<file path="config.mk">
export PLATFORM = sky130hd
export DESIGN_NAME = pli_ram
export DESIGN_NICKNAME = d
export VERILOG_FILES = /design/src/design/pli_ram.sv
export SDC_FILE = /design/constraint.sdc
export NUM_CORES = 2
export LEC_CHECK = 0
export BUFFER_PORTS_ARGS = -buffer_cell sky130_fd_sc_hd__buf_2
export CORE_MARGIN = 2
export CORE_UTILIZATION = 55
export DETAILED_ROUTE_END_ITERATION = 7
export PLACE_DENSITY = 0.72
export SKIP_CTS_REPAIR_TIMING = 1
export SYNTH_ARGS = -nofsm -noshare
export SYNTH_HDL_FRONTEND = slang
export SYNTH_SLANG_ARGS = --single-unit
</file>
<file path="constraint.sdc">
create_clock -name aclk -period 5.04 [get_ports aclk]
set_input_delay 0.504 -clock aclk [delete_from_list [all_inputs] [get_ports aclk]]
set_output_delay 0.504 -clock aclk [all_outputs]
set_load 0.005 [all_outputs]
</file>
<file path="src/design/pli_ram.sv">
// generic simple dual port ram, one write port and one registered read port
// no dependencies
module pli_ram #(
    parameter int WIDTH = 31,
    parameter int DEPTH = 64
) (
    input  logic                     aclk,
    input  logic                     we,
    input  logic [$clog2(DEPTH)-1:0] waddr,
    input  logic [WIDTH-1:0]         wdata,
    input  logic [$clog2(DEPTH)-1:0] raddr,
    output logic [WIDTH-1:0]         rdata
);

    logic [WIDTH-1:0] mem [DEPTH];

    // write port and registered read
    always_ff @(posedge aclk) begin
        if (we) begin
            mem[waddr] <= wdata;
        end
        rdata <= mem[raddr];
    end

endmodule

</file>
==> impl_metrics.py <==
metrics = {
    "placement": {
        "placed_cells": 5256,
        "dpl_worst_slack_ns": 1.45,
        "portBuffers": 75,
        "place_congestion": 0.817,
        "dp_hpwl_microns": 106000,
    },
    "cts": {
        "path_clk_slew_ns": 0.06,
        "htree_levels": 4,
        "clk_latency_ns": 0.80,
        "cts_buffers": 191,
        "clockBufferDepth": 3,
        "cts_sinks": 2015,
        "cts_tree": "yes",
        "clock-root-buffer": "clkbuf_16",
    },
    "cells_and_area": {
        "nets": 3700,
        "final_core_util": 0.625,
        "multi_input_area_sq_um": 15700,
        "area.sequential_sq_um": 60200,
        "area_growth_pct": 12.7,
        "stdcell_count": 5612,
        "fillers": 8984,
        "drive_gt1_frac": 0.260,
    },
    "sta": {
        "worstMarginPinSlew_ns": 1.43,
        "skew_ns": 0.0279,
        "relSlewSlack": 0.0390,
        "setup_viol": 0,
        "setup_tns_ns": 0,
        "setup_slack_ns": 2.22,
        "hold_viol_final": 0,
        "holdWs_ns": 0.232,
        "slew_violations": 0,
        "fmax_mhz": 354,
        "period_share": 0.560,
        "grt_setup_unrepaired": "no",
        "min_period_ns": 2.82,
    },
    "power_and_ir_drop": {
        "swShare": 0.208,
        "p_int_mw": 27.2,
        "p_comb_frac": 0.049,
        "ir_drop_v": 0.000324,
        "p_seq_frac": 0.544,
        "clockPowerShare": 0.407,
        "p_leak_nw": 27.6,
        "switchingPower_mw": 7.11,
        "powerDensity_nw_per_um2": 398,
    },
    "synth": {
        "synth_cell_types": 33,
        "synth_seq_cells": 2015,
        "syn_area_sq_um": 76300,
        "netlist_instances": 3418,
        "syn_area_per_cell_sq_um": 22.3,
        "synthArstFlopShare": 0,
        "synth_edf_count": 1984,
        "synthFlopType": "edfxtp_1",
        "ys_warn_count": 0,
        "synth_nets": 3463,
        "yosysSeqAreaShare": 0.789,
    },
    "global_route": {
        "antenna_found_initial": 15,
        "grt.total_usage": 0.268,
        "first_global_vias": 36700,
        "grt_max_degree": 105,
        "grt-ovfl-total": 0,
        "grt_pass1_wl_microns": 267000,
    },
    "critical_path": {
        "path_cells": "buf_8, buf_12, mux4_2, mux2i_1, o21ai_0, and3_1",
        "crit_type": "in -> reg",
        "cp_slowest_cell": "o21ai_0",
        "cpPeakStageDelay_ns": 1.10,
        "crit_path_start_kind": "input port",
        "worstPathMaxFanout": 104,
        "cp_data_arrival_time_ns": 3.56,
        "cp.required_ns": 5.78,
        "critPathCaptureType": "flop",
    },
    "drt": {
        "finalWirelength_microns": 187000,
        "vias": 36900,
        "avgRoutedWirePerCell_microns": 33.4,
        "route.detailed.drc": 0,
        "ant_nets": 0,
        "drtIter0Drc": 4959,
        "drt-vias-per-instance": 6.57,
        "firstDrtPassIters": 6,
    },
    "outcome": {
        "outcome": "finished, final reports clean",
    },
    "floorplanning": {
        "core_area_sq_um": 138000,
        "die_y_microns": 376,
        "rows": 136,
        "dieArea_sq_um": 142000,
        "die_w_microns": 376,
        "initial_utilization": 0.554,
        "io_pins": 76,
    },
    "worst_hold_path": {
        "worstHoldPathType": "in -> reg",
    },
    "run": {
        "drv_cap": 0,
    },
}
## state kept, by name (all words and copies together) (netlist names)
| name | flops |
|---|---|
| mem | 1984 |
| rdata | 31 |
## critical path, delay by kind of cell
kind	cells	cell delay, ns
buf+inv	2	1.01
compound gates	1	1.10
mux	2	0.42
simple gates	1	0.30
## routing by layer
layer | wire (microns) | track usage
met1 | 70700 | 0.368
met3 | 18500 | 0.0559
met4 | 5560 | 0.0834
met2 | 92600 | 0.437
met5 | 104 | 0
## cell usage after synthesis (6+ instances only)
library cell  instances  area share
edfxtp_1           1984        0.78
mux4_2              403        0.12
mux2i_1             295       0.039
a22oi_1             104       0.010
o22ai_1              85      0.0070
clkbuf_1             79      0.0039
buf_2                78      0.0051
nor2_1               77      0.0038
a31oi_1              52      0.0043
o21ai_0              52      0.0034
dfxtp_1              31      0.0081
a21o_1               26      0.0026
and3_1               26      0.0021
o31ai_1              26      0.0026
buf_4                24      0.0024
buf_1                12     0.00059
nand2_1              10     0.00049
mux2_2                7      0.0010
nor3_1                7     0.00046
nand3_1               6     0.00039
nor2b_1               6     0.00049
## power groups by stage
stage,combinational (mW),sequential [mW],clock (mW)
floorplan,0.875,18.9,0
finish,1.68,18.6,14.0
global route,1.76,18.6,14.7
CTS,1.68,18.6,14.1
global placement,1.65,19.0,0
detailed placement,1.67,19.0,0
## layout by cell type (no fill, tap or decap), drive strengths merged, types with 7 or more instances in the layout
master  netlist  routed
a21o         26      26
a22oi       104     104
a31oi        52      52
and3         26      26
buf         116     239
bufinv        0      14
clkbuf       79     258
clkinv        0      73
dfxtp        31      31
edfxtp     1984    1984
mux2          7       7
mux2i       295     295
mux4        403     403
nand2        10      10
nor2         77      77
nor3          7       7
o21ai        52      52
o22ai        85      85
o31ai        26      26
## layout make-up
cell class,instances,area share
sequential,2015,0.700
multi-input combinational,1208,0.182
clock buffer,258,0.0611
tap,1794,0.0261
timing repair buffer,239,0.0209
clock inverter,93,0.00940
antenna,5,0.000145
## metrics by stage
| step | total power [mW] | area, sq um |
|---|---|---|
| CTS | 34.4 | 86000 |
| detailed placement | 20.7 | 79900 |
| global route | 35.1 | 86000 |
| global placement | 20.6 | 79900 |
| finish | 34.3 | 86000 |
| floorplan | 19.8 | 76300 |
## path summary, 6_finish.rpt
check,from,end,slack (ns),cells after the start
worst max-delay path,raddr[0],rdata[14],2.22,6
worst min register to register,mem[59][13],rdata[13],0.83,4
worst min-delay path,waddr[2],mem[48][1],0.23,2
worst max register to register,mem[59][4],rdata[4],2.81,5
## cells by family after synthesis
kind of cell	after synthesis	share of synthesized area
buf+inv	195	0.0122
compound gates	352	0.0306
flops	2015	0.789
simple gates	151	0.00953
mux	705	0.159
(Power assumes the default switching activity.)
