**src/design/pli_isqrt.sv**
```systemverilog
// integer square root unit, one result bit per cycle from the top bit down
// no dependencies
module pli_isqrt #(
    parameter int CW = 7,
    parameter int GW = (CW + 1) / 2
) (
    input  logic          aclk,
    input  logic          aresetn,
    input  logic          start,
    input  logic [CW-1:0] n_in,
    output logic          busy,
    output logic [GW-1:0] root
);

    localparam int SQW = 2 * GW;
    localparam int IW  = $clog2(GW + 1);

    logic          busy_reg, busy_next;
    logic [IW-1:0] idx_reg, idx_next;
    logic [GW-1:0] root_reg, root_next;
    logic [CW-1:0] n_reg, n_next;
    logic [GW-1:0] trial;
    logic [SQW-1:0] trial_sq;

    // try the next bit of the root
    assign trial    = root_reg | (GW'(1) << (idx_reg - IW'(1)));
    assign trial_sq = SQW'(trial) * SQW'(trial);

    always_comb begin
        busy_next = busy_reg;
        idx_next  = idx_reg;
        root_next = root_reg;
        n_next    = n_reg;
        if (start) begin
            busy_next = 1'b1;
            idx_next  = IW'(GW);
            root_next = '0;
            n_next    = n_in;
        end else if (busy_reg) begin
            if (trial_sq <= SQW'(n_reg)) begin
                root_next = trial;
            end
            idx_next = idx_reg - IW'(1);
            if (idx_reg == IW'(1)) begin
                busy_next = 1'b0;
            end
        end
    end

    always_ff @(posedge aclk) begin
        if (!aresetn) begin
            busy_reg <= 1'b0;
            idx_reg  <= '0;
        end else begin
            busy_reg <= busy_next;
            idx_reg  <= idx_next;
        end
        root_reg <= root_next;
        n_reg    <= n_next;
    end

    assign busy = busy_reg;
    assign root = root_reg;

endmodule

```
**config.mk**
```make
export PLATFORM = sky130hd
export DESIGN_NAME = pli_isqrt
export DESIGN_NICKNAME = d
export VERILOG_FILES = /design/src/design/pli_isqrt.sv
export SDC_FILE = /design/constraint.sdc
export NUM_CORES = 1
export LEC_CHECK = 0
export ABC_CLOCK_PERIOD_IN_PS = 4140
export CAP_MARGIN = 40
export CORE_MARGIN = 2
export CORE_UTILIZATION = 60
export CTS_CLUSTER_SIZE = 10
export DETAILED_ROUTE_END_ITERATION = 12
export DONT_BUFFER_PORTS = 1
export GPL_TIMING_DRIVEN = 1
export PLACE_DENSITY = 0.83
export SLEW_MARGIN = 25
export SYNTH_ARGS = -nofsm -noshare
export SYNTH_HDL_FRONTEND = slang
export SYNTH_SLANG_ARGS = --single-unit
```
**constraint.sdc**
```tcl
create_clock -name aclk -period 4.14 [get_ports aclk]
set_clock_uncertainty 0.05 [all_clocks]
set_input_delay 0.207 -clock aclk [delete_from_list [all_inputs] [get_ports aclk]]
set_output_delay 0.207 -clock aclk [all_outputs]
set_load 0.01 [all_outputs]
```
==> flow_summary.yaml <==
worst_setup_path:
  arrival_ps: 3640
  rr_endpoint: "root[3]$_SDFFE_PP0P_"
  cp_top_family: "compound AO/OA/AOI/OAI gates"
  crit_required_ps: 4310
  path_buf_inv: 1
  worstPathMaxFanout: 7
  r2r_slack_ps: 670
  worst_setup_path_start_kind: "register"
  cp-end-kind: "register"
  crit_top_cell: "ha_1"
  slowest_delay_ps: 410
  slowest_stage: "dfxtp_1"
  critPathKind: "register to register"
  r2r_start: "idx_reg[0]$_SDFFE_PP0P_"
  crit_chain: "inv_1, ha_1, xnor2_2, a21oi_2, nor2b_1, ha_1, a21o_1, a21oi_1, xor2_1, ha_1, a211oi_1, o21ai_0, o21ai_4, nand3_2, a21oi_1"
  r2r_cells: 15
clock_tree:
  tritoncts: "built"
  htreeDepth: 1
  cts_made_buffers: 3
  root_buffer: "clkbuf_4"
  clockBufferDepth: 2
  cts.sinks: 15
  post_cts_buffers: 0
  path_clk_slew_ps: 90
  clk-insertion-delay-late_ps: 280
  hold_buffers: 9
  cts_resized: 0
synthesis:
  synth_ff_type: "dfxtp_1"
  synth-edff-count: 7
  seq_area_frac_synth_pct: 39.3
  ys_top_cells_by_area: "edfxtp_1, ha_1, dfxtp_1, a21oi_2, inv_1"
  synth_top_area_share_pct: 22.3
  async_flop_share_pct: 0
  synth.distinct_cells: 28
  synth_cells: 91
  ys_ff_latch: 15
  syn_nets: 115
  avgSynthCellArea_um2: 10.4
  synth_area_leader_cell: "edfxtp_1"
  ys_warn_count: 0
  syn_area_um2: 942
timing:
  hold_violations: 0
  fin_tns_setup_ps: 0
  rsz0062_at_grt: "false"
  period_share_pct: 83.8
  slew_headroom_pct: 70.7
  slew_violations: 0
  hold_slack_ps: 4.99
  worst-slew-pin-transition_ps: 435
  setup_viol: 0
  max_freq_mhz: 288
  min_period_ps: 3470
global_route:
  grt.overflow.total: 0
  grt_pass1_vias: 781
  grt.total_usage_pct: 24.3
  antenna_found_initial: 0
  grt_max_degree: 9
  grt_pass1_wl_um: 3330
floorplanning:
  die_y_um: 43.6
  start_util_pct: 63.3
  die_x_um: 43.6
  dieArea_um2: 1900
  row_count: 14
  io_pins: 15
  core_area_um2: 1490
outcome:
  status: "finished clean"
placed_design:
  post_dp_cell_area_um2: 962
  io_buffers: 0
  hpwl_um: 1480
  gp_congestion: 0.744
worst_hold_path:
  hp-class: "input pin to register"
  min_from: "start"
  min_to: "idx_reg[2]$_SDFFE_PN0P_"
  whs_path_depth: 1
cells_and_area:
  fillCellCount: 98
  most-common-layout-cells: "ha_1, inv_1, dlygate4sd3_1"
  area_delta_synth_final_pct: 14.5
  fin_util_pct: 72.4
  largest_reg_flops: 7
  final_common_cell: "ha_1"
  antenna_cells: 0
  drive_gt1_share_pct: 14.4
  postLayoutCellArea_um2: 1080
  nNetsFinal: 129
detailed_routing:
  drt_iter0_drc: 13
  dr.pass1.iters: 4
  wire_per_inst_um: 15.7
  drc: 0
  wl_um: 1880
  num_vias: 718
  antenna_left: 0
  post_drt_via_cell_ratio: 5.98
power:
  p_leak_nw: 0.465
  clockPowerShare_pct: 25.3
  switching_share_pct: 27.9
  share_comb_of_total_power_pct: 22.0
  p_per_area_nw_per_um2: 303
  ir_drop_uv: 225
  intPower_mw: 0.236
  power_frac_seq_pct: 52.7
  p_switching_mw: 0.0911
flow_run:
  cap_violations: 0
cell usage after synthesis, types with 2 or more instances:
master    count
a211oi_1      3
a21o_2        2
a21oi_1       5
a21oi_2       4
dfxtp_1       8
edfxtp_1      7
ha_1         14
inv_1         9
nand2_1       4
nand2b_1      5
nand4_1       3
nor2_1        7
nor2b_1       2
xnor2_1       3
xor2_1        2
worst reg2reg max path: cells and delay by family, from the launching register on:
family                     cells  cell delay [ps]
adders and majority gates      3              800
AOI/OAI and AO/OA              7             1290
DFF                            1              410
and+or+nand+nor                2              290
xor gates and xnor gates       2              460
buffers and inverters          1              110
how the worst max path moves through the flow:
stage | start | to | slack, ps | cells after the start
6_report | idx_reg[0]$_SDFFE_PP0P_ | root[3]$_SDFFE_PP0P_ | 670 | 15
4_1_cts | idx_reg[0]$_SDFFE_PP0P_ | root[0]$_SDFFE_PP0P_ | 690 | 15
5_1_grt | idx_reg[0]$_SDFFE_PP0P_ | root[3]$_SDFFE_PP0P_ | 270 | 16
3_5_place_dp | idx_reg[0]$_SDFFE_PP0P_ | root[1]$_SDFFE_PP0P_ | 720 | 15
3_3_place_gp | idx_reg[0]$_SDFFE_PP0P_ | root[1]$_SDFFE_PP0P_ | 760 | 16
2_1_floorplan | idx_reg[0]$_SDFFE_PP0P_ | root[1]$_SDFFE_PP0P_ | 1080 | 16
area by class of cell:
class                   count  area, µm²  share of cell area (%)
clock buffers               4       26.3                    2.44
inverters                  10       37.5                    3.48
multi-input cells          66        534                    49.5
flip-flops and latches     15        370                    34.3
well taps                  16       20.0                    1.86
repair buffers              9       90.1                    8.35
per-stage QoR:
step | total power [mW] | instances | worst slack (ps)
after floorplan | 0.225 | 91 | 1080
after global placement | 0.234 | 107 | 757
after detailed placement | 0.240 | 107 | 724
after CTS | 0.328 | 120 | 686
after global routing | 0.341 | 120 | 266
final | 0.327 | 120 | 671
layer usage:
| layer | vias up | wire (µm) | GRT usage [%] |
|---|---|---|---|
| li1 | 347 | - | - |
| met1 | 335 | 714 | 25.9 |
| met2 | 25 | 981 | 43.5 |
| met3 | 11 | 111 | 6.25 |
| met4 | 0 | 76 | 12.1 |
| met5 | - | 0 | 0 |
power by group through the flow:
stage / sequential, mW / combinational [mW] / clock [mW]
floorplan: 0.174 / 0.0510 / 0
global placement: 0.175 / 0.0584 / 0
detailed placement: 0.176 / 0.0636 / 0
CTS: 0.172 / 0.0723 / 0.0831
global route: 0.174 / 0.0802 / 0.0871
finish: 0.172 / 0.0718 / 0.0826
kinds of logic (layout without fill, tap and decap cells):
family          count (synthesis)  in the layout  share of synthesized area (%)
compound gates                 22             22                           18.5
fa+ha+maj                      14             14                           18.6
simple gates                   24             24                           13.3
flops                          15             15                           39.3
buf+inv                        10             23                           3.98
xor+xnor                        6              6                           6.38
No activity file was read; power rests on OpenSTA's default activity.
